$ cat src/ari_pkg.sv
// Shared types, constants and command/status records for the adjusted Rand index block.
package ari_pkg;

    localparam int DEF_CLUSTERS_A = 16;
    localparam int DEF_CLUSTERS_B = 16;
    localparam int DEF_COUNT_BITS = 16;

    localparam int LABEL_W    = 4;
    localparam int OUT_W      = 18;
    localparam int PAIR_OUT_W = 31;
    localparam int FRAC_BITS  = 16;
    localparam int MUL_DIGIT  = 16;

    // product selects for the shared multiplier
    localparam logic [1:0] MUL_T1T4  = 2'd0;
    localparam logic [1:0] MUL_T2T3  = 2'd1;
    localparam logic [1:0] MUL_SUMT4 = 2'd2;

    // walk item kinds
    localparam logic [1:0] TAG_CELL  = 2'd0;
    localparam logic [1:0] TAG_ROW   = 2'd1;
    localparam logic [1:0] TAG_COL   = 2'd2;
    localparam logic [1:0] TAG_TOTAL = 2'd3;

    typedef struct packed {
        logic [LABEL_W-1:0] label_a;
        logic [LABEL_W-1:0] label_b;
        logic               last;
    } t_in;

    typedef struct packed {
        logic signed [OUT_W-1:0] index_q16;
        logic [PAIR_OUT_W-1:0]   agree_pairs;
        logic [PAIR_OUT_W-1:0]   row_pairs;
        logic [PAIR_OUT_W-1:0]   col_pairs;
        logic                    zero_denominator;
        logic                    count_overflow;
    } t_out;

    typedef struct packed {
        logic       load;
        logic       store;
        logic       walk_init;
        logic       walk_run;
        logic       mul_init;
        logic [1:0] mul_sel;
        logic       mul_run;
        logic       div_init;
        logic       div_run;
        logic       finish;
    } t_cmd;

    typedef struct packed {
        logic last_item;
        logic walk_done;
        logic mul_done;
        logic div_done;
        logic out_free;
    } t_stat;

endpackage

$ cat src/ari_ctrl.sv
// Controller: sequences load, table walk, the three products, division and result hand-off.
module ari_ctrl (
    input  logic           i_clk,
    input  logic           i_rst_n,
    input  logic           i_in_valid,
    output logic           o_in_ready,
    input  ari_pkg::t_stat i_stat,
    output ari_pkg::t_cmd  o_cmd
);
    import ari_pkg::*;

    localparam logic [2:0] S_IDLE  = 3'd0;
    localparam logic [2:0] S_STORE = 3'd1;
    localparam logic [2:0] S_WALK  = 3'd2;
    localparam logic [2:0] S_MUL   = 3'd3;
    localparam logic [2:0] S_DIV   = 3'd4;
    localparam logic [2:0] S_FIN   = 3'd5;

    logic [2:0] r_state, n_state;
    logic [1:0] r_sel, n_sel;
    t_cmd       cmd;

    always_comb begin
        n_state = r_state;
        n_sel   = r_sel;
        cmd     = '0;
        unique case (r_state)
            S_IDLE: begin
                if (i_in_valid) begin
                    cmd.load = 1'b1;
                    n_state  = S_STORE;
                end
            end
            S_STORE: begin
                cmd.store = 1'b1;
                if (i_stat.last_item) begin
                    cmd.walk_init = 1'b1;
                    n_state       = S_WALK;
                end else begin
                    n_state = S_IDLE;
                end
            end
            S_WALK: begin
                if (i_stat.walk_done) begin
                    cmd.mul_init = 1'b1;
                    cmd.mul_sel  = MUL_T1T4;
                    n_sel        = MUL_T1T4;
                    n_state      = S_MUL;
                end else begin
                    cmd.walk_run = 1'b1;
                end
            end
            S_MUL: begin
                if (!i_stat.mul_done) begin
                    cmd.mul_run = 1'b1;
                end else if (r_sel == MUL_SUMT4) begin
                    cmd.div_init = 1'b1;
                    n_state      = S_DIV;
                end else begin
                    // advance to the next product
                    cmd.mul_init = 1'b1;
                    cmd.mul_sel  = r_sel + 2'd1;
                    n_sel        = r_sel + 2'd1;
                end
            end
            S_DIV: begin
                if (i_stat.div_done) begin
                    n_state = S_FIN;
                end else begin
                    cmd.div_run = 1'b1;
                end
            end
            S_FIN: begin
                // hold until the result register is free
                if (i_stat.out_free) begin
                    cmd.finish = 1'b1;
                    n_state    = S_IDLE;
                end
            end
            default: begin
                n_state = S_IDLE;
            end
        endcase
    end

    always_ff @(posedge i_clk) begin
        if (!i_rst_n) begin
            r_state <= S_IDLE;
            r_sel   <= MUL_T1T4;
        end else begin
            r_state <= n_state;
            r_sel   <= n_sel;
        end
    end

    assign o_in_ready = (r_state == S_IDLE);
    assign o_cmd      = cmd;

    a_load_then_store: assert property (@(posedge i_clk) disable iff (!i_rst_n)
        cmd.load |=> (r_state == S_STORE))
        else $error("request load not followed by store");

    a_finish_free: assert property (@(posedge i_clk) disable iff (!i_rst_n)
        cmd.finish |-> i_stat.out_free)
        else $error("result written while output register busy");

    a_mul_guard: assert property (@(posedge i_clk) disable iff (!i_rst_n)
        cmd.mul_run |-> !i_stat.mul_done)
        else $error("multiplier stepped past its last digit");

    a_div_after_mul: assert property (@(posedge i_clk) disable iff (!i_rst_n)
        cmd.div_init |-> (i_stat.mul_done && (r_sel == MUL_SUMT4)))
        else $error("division started before products complete");

endmodule

$ cat config.mk
export PLATFORM = sky130hd
export DESIGN_NAME = ari_ctrl
export DESIGN_NICKNAME = d
export VERILOG_FILES = /design/src/ari_pkg.sv /design/src/ari_ctrl.sv
export SDC_FILE = /design/constraint.sdc
export NUM_CORES = 1
export LEC_CHECK = 0
export CORE_AREA = 3 3 40 42
export DETAILED_ROUTE_END_ITERATION = 12
export DIE_AREA = 0 0 43 45
export DONT_BUFFER_PORTS = 1
export PLACE_DENSITY = 0.42
export SYNTH_ARGS = -nofsm -noshare
export SYNTH_HDL_FRONTEND = slang
export SYNTH_SLANG_ARGS = --single-unit
$ cat constraint.sdc
create_clock -name i_clk -period 1.5 [get_ports i_clk]
set_input_delay 0.375 -clock i_clk [delete_from_list [all_inputs] [get_ports i_clk]]
set_output_delay 0.375 -clock i_clk [all_outputs]
set_load 0.03 [all_outputs]
# --- After elaboration in Yosys (flattened, before gate mapping) ---
# Cells that the tools add are included.
totals:
  output_inout_bits: 12
  wordCells: 50
  reg_bits: 5
  inputBits: 8
op_classes:
  n_reduce_logical: 4
  add_sub_neg: 1
  muxes: 30
  n_eq_ne: 13
op_table:
  columns: ["cell", "n"]
  rows:
  - ["2-to-1 mux 3 bit", 9]
  - ["one-hot mux 3 bit (6 select lines)", 1]
  - ["!= test 2 bit, second input constant", 7]
  - ["2-to-1 mux 1 bit", 12]
  - ["2-to-1 mux 2 bit", 6]
  - ["equality test 3 x 2 -> 1 bit, second input constant", 2]
  - ["equality test 3 bit, second input constant", 2]
  - ["one-hot mux 3 bit (2 select lines)", 1]
  - ["AND reduction 6 bit", 1]
  - ["one-hot mux 2 bit (2 select lines)", 1]
  - ["AND reduction 4 bit", 1]
  - ["equality test 3 x 1 -> 1 bit, second input constant", 1]
  - ["logical NOT 3 bit", 1]
  - ["adder 2 x 1 -> 2 bit, second input constant", 1]
  - ["equality test 2 bit, second input constant", 1]
  - ["nonzero test 2 bit", 1]

# --- Longest topological paths before layout ---
# Gate-level depths: netlist (run 1).
logic_depth:
  word_depth: 4
  depth_mapped: 6
  depth_no_buf: 6

# --- Least setup slack after synthesis (run 1) ---
# OpenSTA, ideal clock, no wires.
synth_path:
  path_type: "register -> output"
  startpoint: "register r_state[0]"
  endpoint: "output port o_cmd[10] in the netlist's numbering"
  n_path_buf: 1
  stages_incl_launch_ff: 4
  required_ps: 1125
  t_arrival_ps: 1596
  path_slack_ps: -471
  cell_sequence: "dfxtp_1 -> buf_2 -> nor3_1 -> and2_1"
synth_rtl:
  columns: ["item", "line", "rtl"]
  rows:
  - ["start, declared", "ari_ctrl.sv:19", "logic [2:0] r_state, n_state;"]
  - ["start signal, assigned", "ari_ctrl.sv:91", "r_state <= n_state;"]
  - ["end, declared", "ari_ctrl.sv:8", "output ari_pkg::t_cmd o_cmd"]

==> results.md, run 1 <==
* Num rows at 13
* CTS tree: yes
* Setup crit start kind: flop
* Crit path required time at 1.12 ns
* Nets at 85
* Fmax at 0.616 GHz
* Post-Syn Instances at 52
* Cell leakage power at 0.314 nW
* Pwr Density at 779 nW/um2
* DR vias at 465
* Inserted Diodes at 0
* Hold crit path type: input pin to flop
* Vias per cell at 5.28
* Critical path's slowest cell: dfxtp_2
* Metal3 WL at 83 um
* Largest net degree at the start of global routing at 9
* Failing checks: setup timing
* Placement Cell Area at 588 um2
* Congestion Overflow GR at 0
* Register area share after synthesis at 0.252
* Hold Vio Cnt, Final at 0
* Drt pass-1 iters at 4
* Count of buffers from port buffering at 0
* Syn nets at 63
* Die area at 1940 um2
* Initial Util at 0.309
* Run status: complete, but fails checks
* Critical Path Max Stage Delay at 0.33 ns
* WL per Instance at 15.2 um
* Area grow syn2layout at 97.2%
* #FFs+latches synth at 5
* Final Max Slew Viols at 0
* Initial antenna violation count at 0
* Final worst-path cycle share at 1.08
* DR top layer: met4
* DR DRC count at 0
* Total Power at 609 uW
* Setup crit end kind: primary output
* Max Fanout on Critical Path at 3
* CTS Root Buffer Type: clkbuf_4
* Mapped Area at 397 um2
* CTS max path bufs at 2
* Worst vdd ir at 0.355 mV
* Final Non-Filler Cells at 88
* Wirelength, routed at 1.34 mm
* Clock transition at the registers of the reported paths at 0.04 ns
* Worst clock skew at 0.00146 ns
* Core ar. at 1280 um2
* Min cycle time layout at 1.62 ns
* Critical path class: flop to primary output
* Yosys cell types at 22
* Vias in the first global route at 441
* Share of layout cells above drive strength 1 at 0.658
* Worst Max-Slew Pin Slew at 0.304 ns
* Max_slew headroom at 0.797
* Hold_buf cts at 0
* Syn. warnings at 0
* Post-DP HPWL at 897 um
* Util after Layout at 0.609
* TritonCTS Buffers at 3
* Clock Latency Late Sink at 0.24 ns
* I/O pin cnt at 20
* CP arrival at 1.25 ns
* Clk sinks at 5
* Max_cap viols at 0
* Fin area at 782 um2
* Drt initial violations at 2
* Metal-1 WL at 446 um
* Synth Area per Inst at 7.63 um2
* First-pass GRT wire length at 1.75 mm
* Setup TNS at -0.514 ns
* H-tree depth at 1
* Met2 wire len at 783 um
* Horiz. Die Dim at 43 um
* CP cell instances: inv_2 > ha_4 > nand3b_1 > a21oi_4
* RSZ-0062 raised after global routing: true
* Placed cells at 81
* ANT nets after route at 0
* Die height at 45 um
* Routability cong. at 0.730
* Final setup fails at 7
* Total GRT Usage at 0.124
* Worst setup margin at -0.123 ns
[cell usage in the layout, fill, tap and decap left out, types with 3 or more instances in the layout]
master,instances
buf_4,7
o21ai_0,3
and2_4,5
clkbuf_4,3
dfxtp_2,5
nand2b_1,4
buf_6,10
[path summary, 6_finish.rpt]
| kind | start | end | slack [ns] | depth (start not counted) |
|---|---|---|---|---|
| worst max-delay path | r_sel[0]$_SDFFE_PN0P_ | o_cmd[6] | -0.12 | 4 |
| worst min-delay path | i_rst_n | r_state[2]$_SDFFE_PN0P_ | 0.25 | 1 |
| worst max register to register | r_sel[0]$_SDFFE_PN0P_ | r_state[0]$_SDFFE_PN0P_ | 0.14 | 7 |
| worst min register to register | r_sel[1]$_SDFFE_PN0P_ | r_sel[1]$_SDFFE_PN0P_ | 0.50 | 2 |
[cells in the mapped netlist]
library cell  n  area (um2)
nand2_1       4        15.0
o221a_1       1        11.3
and3b_1       1        8.76
nand3_1       2        10.0
and2_1        5        31.3
nor3_1        3        15.0
a211oi_2      1        12.5
nand2b_1      5        31.3
nand4b_1      1        8.76
buf_2         1        5.00
ha_1          3        37.5
nor4b_1       1        8.76
clkbuf_1      1        3.75
o21ai_0       3        15.0
and3_1        1        6.26
nor2_1        3        11.3
nor2b_1       2        12.5
nand3b_1      2        15.0
a21oi_1       3        15.0
inv_1         2        7.51
dfxtp_1       5         100
o21a_1        2        15.0
[where the power goes]
part           switching (mW)  total, mW  internal (mW)  leakage, nW
clock network          0.0495      0.150          0.100       0.0150
registers              0.0108      0.156          0.146       0.0429
logic                   0.151      0.303          0.152        0.256
total                   0.212      0.609          0.397        0.314
[logic make-up (layout without fill, tap and decap cells)]
kind of cell	count (synthesis)	in the layout	synth area share
simple gates	30	30	0.438
compound gates	10	10	0.173
flops	5	5	0.252
buf+inv	4	25	0.0410
fa+ha+maj	3	3	0.0946
[final cells by class]
| class | count | area [um2] |
|---|---|---|
| tap | 15 | 18.8 |
| fill | 121 | 503 |
| sequential | 5 | 106 |
| clock buffer | 4 | 26.3 |
| multi-input combinational | 43 | 418 |
| inverter | 2 | 7.51 |
| timing repair buffer | 19 | 205 |
[worst max-delay path, delay by kind of cell (launching register included)]
kind            cells  cell delay (ns)
flops               1             0.33
compound gates      1             0.30
simple gates        1             0.18
fa+ha+maj           1             0.14
buf+inv             1             0.05
[through the flow]
stage               hold WS, ns  setup WS (ns)
floorplan                 0.453         -0.187
global placement          0.466         0.0488
detailed placement        0.499        0.00666
CTS                       0.246         -0.137
global route              0.242         -0.175
finish                    0.254         -0.123
[state kept, by name (all words and copies together), names as in the netlist]
signal	count
r_sel	2
r_state	3
[metal layers]
metal	track usage	up-vias
met1	0.103	221
met2	0.257	16
met5	0	-
met3	0.0438	2
met4	0.0542	0
li1	-	226
[timing repair]
item | 4_1_cts | 5_1_grt
cloned | 0 | 0
pin swaps | 10 | 5
resized for setup | 27 | 13
endpoints found under the setup margin | 11 | 11
setup buffers | 3 | 0
No activity file was read; power rests on OpenSTA's default activity.
==> run 2, diff against run 1 <==
--- a/config.mk
+++ b/config.mk
@@ -9,7 +9,6 @@
 export DETAILED_ROUTE_END_ITERATION = 12
 export DIE_AREA = 0 0 43 45
 export DONT_BUFFER_PORTS = 1
-export PLACE_DENSITY = 0.42
 export SYNTH_ARGS = -nofsm -noshare
 export SYNTH_HDL_FRONTEND = slang
 export SYNTH_SLANG_ARGS = --single-unit
==> results.md, run 2 (same netlist as run 1, synthesis figures left out) <==
* CP cell instances: inv_2 > ha_4 > nand3b_1 > a21oi_4 (unchanged)
* Commonest non-fill, non-tap cells in the layout: buf_6, buf_4, and2_4, nand2b_1, dfxtp_2 (was buf_6, buf_4, and2_4, dfxtp_2, nand2b_1)
* Num rows at 13 (unchanged)
* Share of layout cells above drive strength 1 at 0.679 (was 0.658)
* Hold_buf cts at 0 (unchanged)
* CP arrival at 1.25 ns (about the same)
* Util after Layout at 0.649 (was 0.609)
* Reg with most FFs: r_state (unchanged)
* DR DRC count at 0 (unchanged)
* Crit path max-delay family: flip-flops (unchanged)
* Die area at 1940 um2 (unchanged)
* Reg area at 109 um2 (was 106 um2)
* WL per Instance at 13.5 um (was 15.2 um)
* ANT nets after route at 0 (unchanged)
* RR Endpoint: r_state[0]$_SDFFE_PN0P_ (unchanged)
* Largest register FFs at 3 (unchanged)
* Final Max Slew Viols at 0 (unchanged)
* Clk sinks at 5 (unchanged)
* H-tree depth at 1 (unchanged)
* Setup TNS at -0.453 ns (was -0.514 ns)
* Multi-input gate area at 414 um2 (was 418 um2)
* Clock transition at the registers of the reported paths at 0.04 ns (about the same)
* Worst vdd ir at 0.620 mV (was 0.355 mV)
* Max Fanout on Critical Path at 3 (unchanged)
* CTS max path bufs at 2 (unchanged)
* Failing checks: setup timing (unchanged)
* Congestion Overflow GR at 0 (unchanged)
* Horiz. Die Dim at 43 um (unchanged)
* I/O pin cnt at 20 (unchanged)
* Critical path depth in cells at 4 (unchanged)
* Critical path's slowest cell: dfxtp_2 (unchanged)
* Vias in the first global route at 463 (was 441)
* CTS Root Buffer Type: clkbuf_4 (unchanged)
* Worst slack, placed at 0.0455 ns (was 0.00666 ns)
* Cell leakage power at 0.333 nW (was 0.314 nW)
* Worst clock skew at 0.00311 ns (was 0.00146 ns)
* Initial antenna violation count at 0 (unchanged)
* Post-DP HPWL at 790 um (was 897 um)
* Critical path class: flop to primary output (unchanged)
* RSZ-0062 raised after global routing: true (unchanged)
* R2R depth at 7 (unchanged)
* Worst setup margin at -0.120 ns (was -0.123 ns)
* Die height at 45 um (unchanged)
* DR vias at 487 (was 465)
* Inserted Diodes at 0 (unchanged)
* Routability cong. at 0.669 (was 0.730)
* Total GRT Usage at 0.142 (was 0.124)
* Core ar. at 1280 um2 (unchanged)
* Fmax at 0.617 GHz (was 0.616 GHz)
* Launch point of the worst reg-to-reg path: r_sel[0]$_SDFFE_PN0P_ (unchanged)
* Drt initial violations at 6 (was 2)
* Clock Latency Late Sink at 0.24 ns (about the same)
* Crit path required time at 1.12 ns (about the same)
* Max_cap viols at 0 (unchanged)
* Commonest non-fill, non-tap cell in the layout: buf_6 (unchanged)
* Setup slack, reg-to-reg at 0.16 ns (was 0.14 ns)
* Area grow syn2layout at 110% (was 97.2%)
* Setup crit start kind: flop (unchanged)
* Largest regs: r_state x3, r_sel x2 (unchanged)
* WP buf/inv at 1 (unchanged)
* Initial Util at 0.309 (unchanged)
* Vias per cell at 5.24 (was 5.28)
* Setup crit end: o_cmd[6] (unchanged)
* Drt pass-1 iters at 2 (was 4)
* Filler cells at 101 (was 121)
* Setup crit end kind: primary output (unchanged)
* Critical Path Max Stage Delay at 0.32 ns (was 0.33 ns)
* Wirelength, routed at 1.26 mm (was 1.34 mm)
* Hold crit path type: input pin to flop (unchanged)
* TritonCTS Buffers at 3 (unchanged)
* Hold Vio Cnt, Final at 0 (unchanged)
* Final setup fails at 7 (unchanged)
* Run status: complete, but fails checks (unchanged)
* Min cycle time layout at 1.62 ns (about the same)
* Worst Max-Slew Pin Slew at 0.285 ns (was 0.304 ns)
* First-pass GRT wire length at 2.04 mm (was 1.75 mm)
* Crit. Startpoint: r_sel[0]$_SDFFE_PN0P_ (unchanged)
* CTS tree: yes (unchanged)
* Hold Slack at 0.246 ns (was 0.254 ns)
* Largest net degree at the start of global routing at 9 (unchanged)
* Count of buffers from port buffering at 0 (unchanged)
* Nets at 90 (was 85)
* Final worst-path cycle share at 1.08 (about the same)
* Max_slew headroom at 0.810 (was 0.797)
* Pwr Density at 753 nW/um2 (was 779 nW/um2)
[run 2: cell count changes in the layout (fill, tap and decap cells not counted)]
cell     delta
dfxtp_2     -1
nor2_2      +1
dfxtp_4     +1
buf_12      +1
buf_6       +1
nand2_4     -1
nand2_2     +1
nor2_4      -1
nor3_2      -1
nor3_4      +1
buf_4       +3
[run 2: cell type report]
| cell class | instances | area share |
|---|---|---|
| sequential | 5 | 0.130 |
| tap | 15 | 0.0225 |
| multi-input combinational | 43 | 0.496 |
| clock buffer | 4 | 0.0315 |
| inverter | 2 | 0.00900 |
| timing repair buffer | 24 | 0.310 |
[run 2: where the power goes]
group          switching, mW  total (mW)  internal (mW)  leakage [nW]
Combinational          0.147       0.311          0.164         0.275
Sequential            0.0150       0.161          0.146        0.0432
Clock                 0.0556       0.156          0.101        0.0150
Total                  0.218       0.629          0.411         0.333
[run 2: through the flow]
step           instances  total power, mW  cell area (um2)
6_report              93            0.629              835
3_5_place_dp          82            0.371              608
2_1_floorplan         52            0.309              433
3_3_place_gp          82            0.369              608
4_1_cts               91            0.598              772
5_1_grt               93            0.664              835
[run 2: metal layers]
metal / vias up / global-route usage / part of all wire
met3: 2 / 0.0199 / 0.057
met5: - / 0 / 0
met2: 12 / 0.249 / 0.52
li1: 235 / - / -
met1: 238 / 0.163 / 0.40
met4: 0 / 0.0904 / 0.019
[run 2: worst reg2reg max path, stage by stage, from the launching register on]
cell and delay (ns):
dfxtp_2 0.32, inv_2 0.05, ha_4 0.15, buf_4 0.14, nand3_1 0.07, and3b_1 0.22, a211oi_2 0.05, o221a_1 0.24
[run 2: worst min path at each step]
stage | from | end | depth (start not counted)
after floorplan | r_sel[1]$_SDFFE_PN0P_ | r_sel[1]$_SDFFE_PN0P_ | 2
after global placement | r_sel[1]$_SDFFE_PN0P_ | r_sel[1]$_SDFFE_PN0P_ | 2
after detailed placement | r_sel[1]$_SDFFE_PN0P_ | r_sel[1]$_SDFFE_PN0P_ | 2
after CTS | i_rst_n | r_state[2]$_SDFFE_PN0P_ | 1
after global routing | i_rst_n | r_state[2]$_SDFFE_PN0P_ | 1
final | i_rst_n | r_state[2]$_SDFFE_PN0P_ | 1
[run 2: timing repair]
item,CTS,global route
endpoints found under the setup margin,11,11
pin swaps,11,3
buffers inserted,5,2
gates resized for setup,27,13
==> run 3, diff against run 2 <==
--- a/config.mk
+++ b/config.mk
@@ -9,6 +9,7 @@
 export DETAILED_ROUTE_END_ITERATION = 12
 export DIE_AREA = 0 0 43 45
 export DONT_BUFFER_PORTS = 1
+export SETUP_SLACK_MARGIN = 0.4
 export SYNTH_ARGS = -nofsm -noshare
 export SYNTH_HDL_FRONTEND = slang
 export SYNTH_SLANG_ARGS = --single-unit
==> results.md, run 3 (same netlist as run 1, synthesis figures left out) <==
* CTS tree: yes (unchanged)
* Psw at 219 uW (was 218 uW)
* Worst setup margin at -0.131 ns (was -0.120 ns)
* Setup crit end kind: primary output (unchanged)
* Hold path start: i_rst_n (unchanged)
* CP arrival at 1.26 ns (was 1.25 ns)
* Placement Cell Area at 566 um2 (was 608 um2)
* Fmax at 0.613 GHz (was 0.617 GHz)
* Worst Max-Slew Pin Slew at 0.355 ns (was 0.285 ns)
* Final Max Slew Viols at 0 (unchanged)
* Worst Hold Path EP: r_state[1]$_SDFFE_PN0P_ (was r_state[2]$_SDFFE_PN0P_)
* Int Pwr at 386 uW (was 411 uW)
* Core ar. at 1280 um2 (unchanged)
* Placed cells at 72 (was 82)
* Post-DP HPWL at 737 um (was 790 um)
* Setup crit start kind: flop (unchanged)
* Hold crit path type: input pin to flop (unchanged)
* M3 GR Usage at 0.0598 (was 0.0199)
* Inserted Diodes at 0 (unchanged)
* Area grow syn2layout at 89.6% (was 110%)
* Most Used Layer, Global Route: met2 (unchanged)
* Drt initial violations at 1 (was 6)
* RSZ-0062 raised after global routing: true (unchanged)
* Share of layout cells above drive strength 1 at 0.681 (was 0.679)
* RR Endpoint: r_state[0]$_SDFFE_PN0P_ (unchanged)
* Hold_buf cts at 0 (unchanged)
* Max_slew headroom at 0.763 (was 0.810)
* Nets at 84 (was 90)
* Clock Latency Late Sink at 0.26 ns (was 0.24 ns)
* GR Util met1 at 0.147 (was 0.163)
* Reg with most FFs: r_state (unchanged)
* Crit path required time at 1.12 ns (about the same)
* DR vias at 443 (was 487)
* Pwr Density at 804 nW/um2 (was 753 nW/um2)
* Initial antenna violation count at 0 (unchanged)
* Largest regs: r_state x3, r_sel x2 (unchanged)
* Die area at 1940 um2 (unchanged)
* Min cycle time layout at 1.63 ns (was 1.62 ns)
* Commonest non-fill, non-tap cells in the layout: buf_6, buf_4, and2_4, nand2b_1 (was buf_6, buf_4, and2_4, nand2b_1, dfxtp_2)
* TritonCTS Buffers at 3 (unchanged)
* Failing checks: setup timing (unchanged)
* CTS Root Buffer Type: clkbuf_4 (unchanged)
* DR DRC count at 0 (unchanged)
* Sw Share at 0.362 (was 0.346)
* Combinational power share at 0.458 (was 0.495)
* Hold Vio Cnt, Final at 0 (unchanged)
* Launch point of the worst reg-to-reg path: r_sel[0]$_SDFFE_PN0P_ (unchanged)
* R2R depth at 8 (was 7)
* Routability cong. at 0.682 (was 0.669)
* Worst vdd ir at 0.573 mV (was 0.620 mV)
* Final Non-Filler Cells at 87 (was 93)
* Horiz. Die Dim at 43 um (unchanged)
* Largest register FFs at 3 (unchanged)
* Clock Power Share at 0.273 (was 0.248)
* Fin area at 752 um2 (was 835 um2)
* Setup slack, reg-to-reg at 0.06 ns (was 0.16 ns)
* First-pass GRT wire length at 1.86 mm (was 2.04 mm)
* Vias per cell at 5.09 (was 5.24)
* Sequential Power Share at 0.269 (was 0.256)
* Congestion Overflow GR at 0 (unchanged)
* Max Fanout on Critical Path at 3 (unchanged)
* CTS max path bufs at 2 (unchanged)
* Initial Util at 0.309 (unchanged)
* Drt pass-1 iters at 3 (was 2)
* Worst clock skew at 0.0130 ns (was 0.00311 ns)
* Total GRT Usage at 0.133 (was 0.142)
* Wirelength, routed at 1.10 mm (was 1.26 mm)
* Commonest non-fill, non-tap cell in the layout: buf_6 (unchanged)
* Die height at 45 um (unchanged)
* Run status: complete, but fails checks (unchanged)
* WHS Path Cells at 1 (unchanged)
* WL per Instance at 12.7 um (was 13.5 um)
* Final setup fails at 8 (was 7)
* Largest net degree at the start of global routing at 9 (unchanged)
* Util after Layout at 0.585 (was 0.649)
* Critical path class: flop to primary output (unchanged)
* Cell leakage power at 0.289 nW (was 0.333 nW)
* Count of buffers from port buffering at 0 (unchanged)
* Num rows at 13 (unchanged)
* H-tree depth at 1 (unchanged)
* Max_cap viols at 0 (unchanged)
* Grt met2 use at 0.225 (was 0.249)
* Vias in the first global route at 428 (was 463)
* Final worst-path cycle share at 1.09 (was 1.08)
* ANT nets after route at 0 (unchanged)
* I/O pin cnt at 20 (unchanged)
* Clock transition at the registers of the reported paths at 0.05 ns (was 0.04 ns)
* Clk sinks at 5 (unchanged)
[run 3: cell types whose count changed in the layout (fill, tap and decap cells not counted), moves of 2 or more]
cell | before | now
buf_12 | 3 | 0
o21ai_0 | 3 | 1
buf_4 | 10 | 8
o21ai_1 | 0 | 2
[run 3: area by class of cell]
type                            instances  area (um2)
Clock buffer                            4        26.3
Multi-Input combinational cell         43         415
Fill cell                             113         533
Inverter                                2        7.51
Sequential cell                         5         111
Tap cell                               15        18.8
Timing Repair Buffer                   18         173
[run 3: worst max-delay path by stage]
stage,start,end,slack [ns],cells after the start
2_1_floorplan,r_state[1]$_SDFFE_PN0P_,o_cmd[10],0.06,3
3_3_place_gp,r_sel[0]$_SDFFE_PN0P_,o_cmd[6],0.06,4
3_5_place_dp,r_sel[0]$_SDFFE_PN0P_,o_cmd[6],0.07,4
4_1_cts,r_sel[0]$_SDFFE_PN0P_,o_cmd[6],-0.16,4
5_1_grt,r_sel[0]$_SDFFE_PN0P_,o_cmd[6],-0.19,4
6_report,r_sel[0]$_SDFFE_PN0P_,o_cmd[6],-0.13,4
[run 3: stage by stage]
step                setup slack [ns]  setup TNS (ns)  hold WS [ns]  total power, mW
finish                        -0.131          -0.650         0.240            0.604
global route                  -0.189           -1.03         0.243            0.633
CTS                           -0.157          -0.535         0.244            0.583
detailed placement            0.0711               0         0.491            0.386
global placement              0.0621               0         0.481            0.386
floorplan                     0.0622               0         0.465            0.351
[run 3: per-layer routing]
metal	wire [um]	share of wire
met5	0	0
met3	98	0.089
met4	11	0.010
met1	414	0.38
met2	580	0.53
[run 3: power groups by stage]
stage / Sequential (mW) / Combinational [mW] / Clock, mW
6_report: 0.162 / 0.277 / 0.165
5_1_grt: 0.164 / 0.296 / 0.173
4_1_cts: 0.161 / 0.258 / 0.164
3_5_place_dp: 0.161 / 0.225 / 0
3_3_place_gp: 0.161 / 0.225 / 0
2_1_floorplan: 0.154 / 0.197 / 0
[run 3: worst max-delay path: stages, from the launching register on]
cell,delay (ns)
dfxtp_2,0.33
inv_2,0.05
ha_4,0.15
nand3b_1,0.19
a21oi_4,0.29
[run 3: repair_timing]
item / CTS / global route
hold endpoints to repair: 0 / 0
setup endpoints to repair: 17 / 17
pin swaps: 13 / 8
resized for setup: 20 / 6
setup buffers: 9 / 2
